===== config.mk =====
export PLATFORM = sky130hd
export DESIGN_NAME = utf8_decoder_raw_fallback
export DESIGN_NICKNAME = d
export VERILOG_FILES = /design/src/hdl/utf8d_pkg.sv /design/src/hdl/utf8d_front.sv /design/src/hdl/utf8d_fifo.sv /design/src/hdl/utf8d_back.sv /design/src/hdl/utf8_decoder_raw_fallback.sv
export VERILOG_INCLUDE_DIRS = /design/src /design/src/hdl
export SDC_FILE = /design/constraint.sdc
export NUM_CORES = 1
export LEC_CHECK = 0
export BUFFER_PORTS_ARGS = -buffer_cell sky130_fd_sc_hd__buf_4
export CAP_MARGIN = 40
export CORE_MARGIN = 3
export CORE_UTILIZATION = 55
export CTS_CLUSTER_DIAMETER = 100
export CTS_CLUSTER_SIZE = 16
export DETAILED_ROUTE_END_ITERATION = 8
export PLACE_DENSITY_LB_ADDON = 0.25
export RECOVER_POWER = 50
export SYNTH_ARGS = -nofsm -noshare
export SYNTH_HDL_FRONTEND = slang
export SYNTH_SLANG_ARGS = --single-unit

===== constraint.sdc =====
create_clock -name clk -period 4 [get_ports clk]
set_input_delay 0.2 -clock clk [delete_from_list [all_inputs] [get_ports clk]]
set_output_delay 0.2 -clock clk [all_outputs]
set_load 0.01 [all_outputs]

===== src/hdl/utf8_decoder_raw_fallback_macros.svh =====
// Assertion macros shared by the UTF-8 decoder RTL.
// No dependencies; include by bare file name where assertions are written.
`ifndef UTF8_DECODER_RAW_FALLBACK_MACROS_SVH
`define UTF8_DECODER_RAW_FALLBACK_MACROS_SVH

// Same-cycle implication, disabled while reset is asserted.
`define UTF8D_ASSERT_NOW(label, clk, rst_n, ante, cons, msg) \
    label: assert property (@(posedge clk) disable iff (!rst_n) (ante) |-> (cons)) \
        else $error(msg);

// Next-cycle implication, disabled while reset is asserted.
`define UTF8D_ASSERT_NEXT(label, clk, rst_n, ante, cons, msg) \
    label: assert property (@(posedge clk) disable iff (!rst_n) (ante) |=> (cons)) \
        else $error(msg);

`endif


===== src/hdl/utf8d_pkg.sv =====
// Types and constants of the UTF-8 decoder with raw fallback.
// No dependencies; used by every module of the decoder.
`timescale 1ns / 1ps

package utf8d_pkg;

    localparam int CP_W       = 21;
    localparam int BYTE_W     = 8;
    localparam int HELD_DEPTH = 4;
    localparam int HELD_IDX_W = 2;
    localparam int CNT_W      = 3;
    localparam int QDEPTH     = 2;

    localparam logic [BYTE_W-1:0] LEAD4_MASK  = 8'hf0;
    localparam logic [BYTE_W-1:0] LEAD3_MASK  = 8'he0;
    localparam logic [BYTE_W-1:0] LEAD2_MASK  = 8'hc0;
    localparam logic [BYTE_W-1:0] KEEP4_MASK  = 8'h07;
    localparam logic [BYTE_W-1:0] KEEP3_MASK  = 8'h0f;
    localparam logic [BYTE_W-1:0] KEEP2_MASK  = 8'h1f;
    localparam logic [BYTE_W-1:0] FOLLOW_MASK = 8'h3f;
    localparam logic [BYTE_W-1:0] FOLLOW_FLAG = 8'h80;

    typedef logic [HELD_DEPTH-1:0][BYTE_W-1:0] held_arr_t;

    // One unit of output work: a decoded code point, or a raw flush of held bytes.
    typedef struct packed {
        logic               raw;
        logic [CP_W-1:0]    cp;
        held_arr_t          bytes;
        logic [CNT_W-1:0]   cnt;
    } job_t;

    typedef struct packed {
        logic full;
        logic empty;
    } q_stat_t;

endpackage


===== src/hdl/utf8d_front.sv =====
// Front end: accepts bytes, tracks the open sequence and issues output jobs.
// Depends on utf8d_pkg.
`timescale 1ns / 1ps

module utf8d_front
    import utf8d_pkg::*;
(
    input  logic              clk,
    input  logic              rst_n,
    input  logic              in_valid,
    output logic              in_stall,
    input  logic [BYTE_W-1:0] in_byte,
    input  logic              end_of_text,
    input  q_stat_t           q_stat,
    output logic              push,
    output job_t              push_job
);

    logic [1:0]       remain_reg, remain_next;
    logic [CP_W-1:0]  accum_reg, accum_next;
    logic             ok_reg, ok_next;
    logic [CNT_W-1:0] count_reg, count_next;
    held_arr_t        held_reg, held_next;
    logic             accept;
    logic             emit;
    logic             follow_ok;

    assign in_stall = q_stat.full;
    assign accept   = in_valid && !in_stall;
    assign push     = accept && emit;
    assign follow_ok = ok_reg && ((in_byte & FOLLOW_FLAG) != '0);

    always_comb
    begin
        remain_next = remain_reg;
        accum_next  = accum_reg;
        ok_next     = ok_reg;
        count_next  = count_reg;
        held_next   = held_reg;
        emit        = 1'b0;
        push_job.raw   = 1'b0;
        push_job.cp    = {{(CP_W-BYTE_W){1'b0}}, in_byte};
        push_job.bytes = held_reg;
        push_job.cnt   = CNT_W'(1);
        if (remain_reg == 2'd0)
        begin
            held_next[0] = in_byte;
            count_next   = CNT_W'(1);
            ok_next      = 1'b1;
            priority if ((in_byte & LEAD4_MASK) == LEAD4_MASK)
            begin
                remain_next = 2'd3;
                accum_next  = CP_W'(in_byte & KEEP4_MASK);
            end
            else if ((in_byte & LEAD3_MASK) == LEAD3_MASK)
            begin
                remain_next = 2'd2;
                accum_next  = CP_W'(in_byte & KEEP3_MASK);
            end
            else if ((in_byte & LEAD2_MASK) == LEAD2_MASK)
            begin
                remain_next = 2'd1;
                accum_next  = CP_W'(in_byte & KEEP2_MASK);
            end
            else
            begin
                // plain byte or stray continuation: pass through
                emit        = 1'b1;
                held_next   = held_reg;
                count_next  = count_reg;
            end
            if (remain_next != 2'd0 && end_of_text)
            begin
                // lone lead at end of text: flush it raw
                emit           = 1'b1;
                push_job.raw   = 1'b1;
                push_job.bytes = held_next;
                push_job.cnt   = CNT_W'(1);
            end
        end
        else
        begin
            held_next[count_reg[HELD_IDX_W-1:0]] = in_byte;
            count_next  = count_reg + CNT_W'(1);
            remain_next = remain_reg - 2'd1;
            ok_next     = follow_ok;
            if (follow_ok)
            begin
                accum_next = {accum_reg[CP_W-7:0], in_byte[5:0]};
            end
            push_job.bytes = held_next;
            push_job.cnt   = count_next;
            if (remain_next == 2'd0)
            begin
                emit = 1'b1;
                if (follow_ok)
                begin
                    push_job.cp  = accum_next;
                    push_job.cnt = CNT_W'(1);
                end
                else
                begin
                    push_job.raw = 1'b1;
                end
            end
            else if (end_of_text)
            begin
                emit         = 1'b1;
                push_job.raw = 1'b1;
            end
        end
        // any emitted job closes the sequence
        if (emit)
        begin
            remain_next = 2'd0;
            accum_next  = '0;
            ok_next     = 1'b1;
            count_next  = '0;
        end
    end

    always_ff @(posedge clk or negedge rst_n)
    begin
        if (!rst_n)
        begin
            remain_reg <= 2'd0;
            accum_reg  <= '0;
            ok_reg     <= 1'b1;
            count_reg  <= '0;
        end
        else if (accept)
        begin
            remain_reg <= remain_next;
            accum_reg  <= accum_next;
            ok_reg     <= ok_next;
            count_reg  <= count_next;
        end
    end

    always_ff @(posedge clk)
    begin
        if (accept)
        begin
            held_reg <= held_next;
        end
    end

endmodule


===== src/hdl/utf8d_fifo.sv =====
// Short job queue between the front end and the output sequencer.
// Depends on utf8d_pkg.
`timescale 1ns / 1ps

module utf8d_fifo
    import utf8d_pkg::*;
(
    input  logic    clk,
    input  logic    rst_n,
    input  logic    push,
    input  job_t    push_job,
    input  logic    pop,
    output job_t    head,
    output q_stat_t stat
);

    localparam int PTR_W = (QDEPTH > 1) ? $clog2(QDEPTH) : 1;
    localparam int CNT_QW = $clog2(QDEPTH + 1);

    job_t              slot_reg [QDEPTH];
    logic [PTR_W-1:0]  wr_reg, wr_next;
    logic [PTR_W-1:0]  rd_reg, rd_next;
    logic [CNT_QW-1:0] fill_reg, fill_next;

    assign head       = slot_reg[rd_reg];
    assign stat.full  = (fill_reg == CNT_QW'(QDEPTH));
    assign stat.empty = (fill_reg == '0);

    always_comb
    begin
        wr_next   = wr_reg;
        rd_next   = rd_reg;
        fill_next = fill_reg;
        if (push)
        begin
            wr_next = (wr_reg == PTR_W'(QDEPTH - 1)) ? '0 : wr_reg + PTR_W'(1);
        end
        if (pop)
        begin
            rd_next = (rd_reg == PTR_W'(QDEPTH - 1)) ? '0 : rd_reg + PTR_W'(1);
        end
        unique case ({push, pop})
            2'b10:   fill_next = fill_reg + CNT_QW'(1);
            2'b01:   fill_next = fill_reg - CNT_QW'(1);
            default: fill_next = fill_reg;
        endcase
    end

    always_ff @(posedge clk or negedge rst_n)
    begin
        if (!rst_n)
        begin
            wr_reg   <= '0;
            rd_reg   <= '0;
            fill_reg <= '0;
        end
        else
        begin
            wr_reg   <= wr_next;
            rd_reg   <= rd_next;
            fill_reg <= fill_next;
        end
    end

    always_ff @(posedge clk)
    begin
        if (push)
        begin
            slot_reg[wr_reg] <= push_job;
        end
    end

endmodule


===== src/hdl/utf8d_back.sv =====
// Output sequencer: walks each queued job and drives one registered word per cycle unless stalled.
// Depends on utf8d_pkg.
`timescale 1ns / 1ps

module utf8d_back
    import utf8d_pkg::*;
(
    input  logic            clk,
    input  logic            rst_n,
    input  job_t            head,
    input  q_stat_t         q_stat,
    output logic            pop,
    output logic            out_valid,
    input  logic            out_stall,
    output logic [CP_W-1:0] code_point,
    output logic            is_raw,
    output logic            last_of_run
);

    logic [HELD_IDX_W-1:0] idx_reg, idx_next;
    logic                  valid_reg, valid_next;
    logic [CP_W-1:0]       cp_reg, cp_next;
    logic                  raw_reg, raw_next;
    logic                  last_reg, last_next;
    logic                  load;
    logic                  item_last;

    assign load      = !q_stat.empty && (!valid_reg || !out_stall);
    assign item_last = ({1'b0, idx_reg} == head.cnt - CNT_W'(1));
    assign pop       = load && item_last;

    always_comb
    begin
        idx_next   = idx_reg;
        valid_next = valid_reg && out_stall;
        cp_next    = cp_reg;
        raw_next   = raw_reg;
        last_next  = last_reg;
        if (load)
        begin
            valid_next = 1'b1;
            raw_next   = head.raw;
            last_next  = item_last;
            cp_next    = head.raw ? {{(CP_W-BYTE_W){1'b0}}, head.bytes[idx_reg]} : head.cp;
            // advance within the job, rewind when it is done
            idx_next   = item_last ? '0 : idx_reg + HELD_IDX_W'(1);
        end
    end

    always_ff @(posedge clk or negedge rst_n)
    begin
        if (!rst_n)
        begin
            idx_reg   <= '0;
            valid_reg <= 1'b0;
        end
        else
        begin
            idx_reg   <= idx_next;
            valid_reg <= valid_next;
        end
    end

    always_ff @(posedge clk)
    begin
        cp_reg   <= cp_next;
        raw_reg  <= raw_next;
        last_reg <= last_next;
    end

    assign out_valid   = valid_reg;
    assign code_point  = cp_reg;
    assign is_raw      = raw_reg;
    assign last_of_run = last_reg;

endmodule


===== src/hdl/utf8_decoder_raw_fallback.sv =====
// UTF-8 decoder with raw fallback: one byte in per cycle unless in_stall, code points or raw bytes out.
// Jobs are written into the job queue, and each output word is registered in the sequencer.
// Throughput: 1 byte per cycle while the queue has room; a failed sequence of k bytes is flushed as
// k raw words, which the two-entry job queue absorbs until it fills.
// Reset (rst_n, async, low): no open sequence, queue empty, no output valid.
`timescale 1ns / 1ps
`include "utf8_decoder_raw_fallback_macros.svh"

module utf8_decoder_raw_fallback
    import utf8d_pkg::*;
(
    input  logic              clk,
    input  logic              rst_n,
    input  logic              in_valid,
    output logic              in_stall,
    input  logic [BYTE_W-1:0] in_byte,
    input  logic              end_of_text,
    output logic              out_valid,
    input  logic              out_stall,
    output logic [CP_W-1:0]   code_point,
    output logic              is_raw,
    output logic              last_of_run
);

    q_stat_t q_stat;
    logic    push;
    logic    pop;
    job_t    push_job;
    job_t    head;

    utf8d_front u_front (
        .clk         (clk),
        .rst_n       (rst_n),
        .in_valid    (in_valid),
        .in_stall    (in_stall),
        .in_byte     (in_byte),
        .end_of_text (end_of_text),
        .q_stat      (q_stat),
        .push        (push),
        .push_job    (push_job)
    );

    utf8d_fifo u_fifo (
        .clk      (clk),
        .rst_n    (rst_n),
        .push     (push),
        .push_job (push_job),
        .pop      (pop),
        .head     (head),
        .stat     (q_stat)
    );

    utf8d_back u_back (
        .clk         (clk),
        .rst_n       (rst_n),
        .head        (head),
        .q_stat      (q_stat),
        .pop         (pop),
        .out_valid   (out_valid),
        .out_stall   (out_stall),
        .code_point  (code_point),
        .is_raw      (is_raw),
        .last_of_run (last_of_run)
    );

    `UTF8D_ASSERT_NOW(a_cp_single, clk, rst_n, out_valid && !is_raw, last_of_run, "decoded word not last of run")
    `UTF8D_ASSERT_NOW(a_raw_byte, clk, rst_n, out_valid && is_raw, code_point[CP_W-1:BYTE_W] == '0, "raw word above one byte")
    `UTF8D_ASSERT_NOW(a_stall_full, clk, rst_n, !q_stat.full, !in_stall, "input stalled with queue room")
    `UTF8D_ASSERT_NEXT(a_push_fills, clk, rst_n, push && !pop, !q_stat.empty, "pushed job lost from queue")

endmodule


; Yosys cells after proc, flatten, opt, wreduce, memory -nomap -nowiden
; Memories as Yosys holds them, arrays and structs flattened.
; Index checks and enable logic that the tools add are counted.
[totals]
romBits = 0
reg_bits = 89
memories = 1
mem_bits_rw = 114
latch_bits = 0
[classes]
bitwise = 0
mux = 54
n_lt_le_gt_ge = 3
mul = 0
add_sub_neg = 8
reduce_logical = 19
div_mod_pow = 0
shifts = 0
n_eq_ne = 8
[memory_table]
columns = name, depth, word_bits, read_ports, rd_clocked_by_memory_dff, wr, line_no
row1 = u_fifo.slot_reg, 2, 57, 1, 0, 1, utf8d_fifo.sv:20  ; job_t slot_reg [QDEPTH];
[ops]
columns = op, count
row1 = $mux 21, 9
row2 = $mux 8, 6
row3 = $mux 35, 1
row4 = $bwmux 32, 1
row5 = $mux 32, 1
row6 = $mux 3, 7
row7 = $mux 1, 18
row8 = $bmux 8 s2, 1
row9 = $demux 8 s2, 1
row10 = $mux 2, 7
row11 = $mux 11, 1
row12 = $logic_and 1x1->1, 8
row13 = $eq 2x2->1 const B, 3
row14 = $logic_not 2->1, 3
row15 = $lt 2x3->1 const B, 2
row16 = $ne 5x4->1 const B, 1
row17 = $add 2x1->2 const B, 2
row18 = $eq 4x4->1 const B, 1
row19 = $logic_not 1->1, 4
row20 = $pmux 2 s2, 1
row21 = $reduce_bool 2->1, 2
row22 = $sub 2x1->2 const B, 2
row23 = $add 3x1->3 const B, 1
row24 = $eq 2x3->1, 1
row25 = other kinds (7), 8

; Longest topological paths before layout
[depth]
depth_word = 12
depth_mapped = 12

; By module
; From an unflattened synthesis, not the netlist that was laid out.
[unflattened]
cells_unflattened = 557
hier_area_um2 = 8659.6
[modules_own_cells]
columns = module, n_inst, area_each_um2, cells_per_inst, seq_area_each_um2
row1 = utf8d_fifo, 1, 4372.9, 193, 3523.4
row2 = utf8d_front, 1, 2994.1, 286, 1487.7
row3 = utf8d_back, 1, 1292.5, 78, 765.7

; Least setup slack after synthesis
; OpenSTA, ideal clock, no wires.
[synth_timing]
kind = reg-to-reg
startpoint = register u_fifo.fill_reg[0]
endpoint = memory u_fifo.slot_reg[0][0] in the netlist's numbering, enable pin
stages_incl_launch_ff = 6
t_arrival_ns = 3.405
slack_ns = 0.123
synth_period_minus_slack_ns = 3.877
path_buffers = 0
cell_sequence = dfrtp_1 > nand2b_1 > nand2_2 > inv_2 > nand2_1 > nor2_1
[synth_via]
elab_chain_len = 6
[synth_rtl]
columns = element, line_no
row1 = "start, declared", utf8d_fifo.sv:23  ; logic [CNT_QW-1:0] fill_reg, fill_next;
row2 = "start signal, assigned", utf8d_fifo.sv:61  ; fill_reg <= fill_next;
row3 = $eq 2x2->1, utf8d_fifo.sv:26  ; assign stat.full = (fill_reg == CNT_QW'(QDEPTH));
row4 = $logic_not 1->1, utf8d_front.sv:29  ; assign accept = in_valid && !in_stall;
row5 = $logic_and 1x1->1, utf8d_front.sv:29
row6 = named net u_front.accept, utf8d_front.sv:24  ; logic accept;
row7 = $logic_and 1x1->1, utf8d_front.sv:30  ; assign push = accept && emit;
row8 = $mux 1, utf8d_fifo.sv:67  ; if (push)
row9 = $mux 1 (implied by the code), utf8d_fifo.sv:69  ; slot_reg[wr_reg] <= push_job;
row10 = "end, declared", utf8d_fifo.sv:20
; The timed path passes the listed nets, and every way through them passes these cells.

==> flow_metrics.env <==
export IMPL_power_w=0.006552
export IMPL_status="finished with violations"
export IMPL_p_per_area_mw_per_mm2=712.1
export IMPL_grt_antenna_before_repair=0
export IMPL_report_final_slew_viol_count=91
export IMPL_busiest_layer="met2"
export IMPL_clk_pin_slew_ns=0.07
export IMPL_timing_final_ws_setup_ns=0.8040
export IMPL_seq_area_frac_synth_pct=69.98
export IMPL_tns_ns=0
export IMPL_crit_path_cell_trace="or2_0 > clkbuf_1 > and2_0 > a21oi_4 > mux2_2"
export IMPL_maxCapViolations=3
export IMPL_max_slew_margin_rel_pct=-11.92
export IMPL_initial_core_util_pct=56.59
export IMPL_use_met3_pct=3.861
export IMPL_met1_usage_pct=24.56
export IMPL_r2r_start="u_front.remain_reg[1]$_DFFE_PN0P_"
export IMPL_worst_slew_pin_slew_ns=1.679
export IMPL_grt_max_degree=35
export IMPL_min_path_type="in2reg"
export IMPL_path_buf_inv=1
export IMPL_diodes=0
export IMPL_syn_avg_cell_area_um2=15.61
export IMPL_numCtsBuffers=17
export IMPL_max_stage_delay_ns=1.23
export IMPL_synth_nets=548
export IMPL_dieArea_mm2=0.01652
export IMPL_finalSetupViolations=0
export IMPL_io_buffers=37
export IMPL_critPathLaunchType="flip-flop"
export IMPL_boundaryPins=38
export IMPL_finalHoldViolCount=0
export IMPL_area_growth_pct=11.46
export IMPL_clk_latency_ns=0.42
export IMPL_drt_iter0_markers=307
export IMPL_use_met2_pct=32.67
export IMPL_required_ns=4.17
export IMPL_clockBufferDepth=2
export IMPL_fillerInstances=1057
export IMPL_cpMaxStageDelayCell="clkbuf_1"
export IMPL_crit_type="reg2reg"
export IMPL_die_height_um=128.5
export IMPL_grt_pass1_vias=4448
export IMPL_critical_path_max_fanout=34
export IMPL_synthArstFlopShare_pct=14.21
export IMPL_routed_via_count=4337
export IMPL_cts_sinks=197
export IMPL_whs_path_depth=2
export IMPL_ys_flop_type="edfxtp_1"
export IMPL_final_antenna_net_count=0
export IMPL_max_freq_ghz=0.3129
export IMPL_largest_reg_flops=114
export IMPL_irDropWorstVdd_uv=393.7
export IMPL_critPathTopFamily="buffers and inverters"
export IMPL_r2r_end="u_fifo.slot_reg[0][6]$_DFFE_PP_"
export IMPL_syn_area_mm2=0.008255
export IMPL_rrSetupSlack_ns=0.80
export IMPL_die_w_um=128.5
export IMPL_place_congestion=0.7632
export IMPL_row_count=44
export IMPL_cts_root_buf="clkbuf_16"
export IMPL_grt_overflow_total=0
export IMPL_min_from="end_of_text"
export IMPL_yosysWarningCount=0
export IMPL_skew_ns=0.006803
export IMPL_worstHoldEndpoint="u_front.remain_reg[1]$_DFFE_PN0P_"
export IMPL_synth_cells=529
export IMPL_htree_levels=4
export IMPL_cp_data_arrival_time_ns=3.36
export IMPL_post_drt_wl_per_cell_um=19.55
export IMPL_dp_slack_ns=1.302
export IMPL_num_nets_final=583
export IMPL_core_area_mm2=0.01459
export IMPL_via_per_inst=5.699
export IMPL_cts_resized=0
export IMPL_violations="max-capacitance violations, max-slew violations"
export IMPL_r2r_cells=5
export IMPL_drc=0
export IMPL_cp_end_kind="flip-flop"
export IMPL_synth_edf_count=169
export IMPL_fin_crit_ns=3.196
export IMPL_routed_wl_mm=14.87
export IMPL_grtUsageTotal_pct=19.32
export IMPL_ys_types=48
export IMPL_period_share_pct=79.90
export IMPL_firstDrtPassIters=5
export IMPL_drive_gt1_share_pct=15.94
export IMPL_cts_tree="done"
export IMPL_grt_pass1_wl_mm=23.93
export IMPL_place_hpwl_mm=9.391
export IMPL_ys_ff_latch=197
export IMPL_p_leak_nw=3.258
export IMPL_rsz0062_at_grt="no"
## power breakdown
group          internal, W  switching [W]
sequential         0.00295       0.000215
combinational     0.000739        0.00102
clock             0.000926       0.000701
## worst reg2reg max path: cells and delay by family, from the launching register on
| family | cells | cell delay (ns) |
|---|---|---|
| and+or+nand+nor | 2 | 0.73 |
| AOI/OAI and AO/OA | 1 | 0.12 |
| DFF | 1 | 0.53 |
| muxes | 1 | 0.33 |
| buffers and inverters | 1 | 1.23 |
## how the worst max path moves through the flow
stage	from	to	slack [ns]	cells past startpoint
after global placement	u_fifo.rd_reg$_DFFE_PN0P_	u_fifo.fill_reg[1]$_DFFE_PN0P_	1.41	8
after floorplan	u_fifo.fill_reg[0]$_DFFE_PN0P_	u_fifo.slot_reg[0][0]$_DFFE_PP_	0.12	5
after detailed placement	u_fifo.rd_reg$_DFFE_PN0P_	u_fifo.fill_reg[1]$_DFFE_PN0P_	1.30	8
final	u_front.remain_reg[1]$_DFFE_PN0P_	u_fifo.slot_reg[0][6]$_DFFE_PP_	0.80	5
after CTS	u_fifo.rd_reg$_DFFE_PN0P_	u_fifo.fill_reg[1]$_DFFE_PN0P_	1.28	8
after global routing	u_front.remain_reg[1]$_DFFE_PN0P_	u_fifo.slot_reg[1][6]$_DFFE_PP_	0.65	5
## cell families after synthesis
kind of cell	count (synthesis)	synth area share [%]
DFF	197	69.98
muxes	77	13.53
AOI/OAI and AO/OA	42	3.971
buffers and inverters	43	2.319
and+or+nand+nor	154	8.230
xor gates and xnor gates	10	1.061
adders and majority gates	6	0.9093
## synthesized netlist by cell type (all sizes together) (10+ instances only)
cell	instances	area (um^2)
edfxtp	169	5075
mux4	24	540.5
a22o	14	122.6
and2	14	90.09
inv	10	37.53
nor2	94	352.8
clkbuf	15	56.30
buf	18	97.59
mux2i	16	160.2
dfrtp	27	675.7
nand2	22	85.09
mux2	37	416.7
o21ai	11	55.05
## area by class of cell
class                      instances  area (um^2)  area share, %
timing repair buffer              49        297.8          3.236
inverter                          10        37.54         0.4079
multi-input combinational        289         2293          24.93
clock buffer                      24        493.0          5.358
sequential                       197         5777          62.78
tap                              184        230.2          2.502
clock inverter                     8        72.57         0.7887
## timing repair
action	4_1_cts	5_1_grt
endpoints found under the setup margin	0	0
hold buffers	2	0
hold endpoints to repair	29	0
buffers inserted	0	0
## cell usage in the layout, fill, tap and decap left out, types with 2 or more instances in the layout
cell type,instances
a22o_1,14
nand3_1,4
nor3_1,2
mux2_2,20
a31oi_1,3
and3_1,2
mux2_1,17
nor2_1,92
buf_4,8
dlygate4sd3_1,2
clkinv_2,4
inv_1,10
xnor2_1,7
xor2_1,3
o21ai_0,11
mux2i_1,16
nor4_1,2
dfrtp_1,27
and2_0,14
a21oi_1,2
nor2b_1,4
buf_12,2
clkbuf_16,18
clkbuf_8,2
mux4_2,24
clkbuf_1,38
edfxtp_1,169
a32o_1,2
nand2b_1,3
nand2_1,22
ha_1,6
## metrics by stage
stage                     cells  util [%]  cell area, um^2  hold WS, ns
after floorplan             529         -             8255     -0.09559
after global placement      725     59.69             8708       0.1413
after detailed placement    726     59.79             8723       0.1475
after CTS                   760     63.81             9309      0.01893
after global routing        761     63.07             9201      0.08038
final                       761     63.07             9201      0.07926
## per-layer routing
metal	up-vias	part of all wire, %
met5	-	0
met4	0	1.9
met3	22	4.3
met2	118	52
met1	2163	41
li1	2034	-
Power figures use the tool's default switching activity.
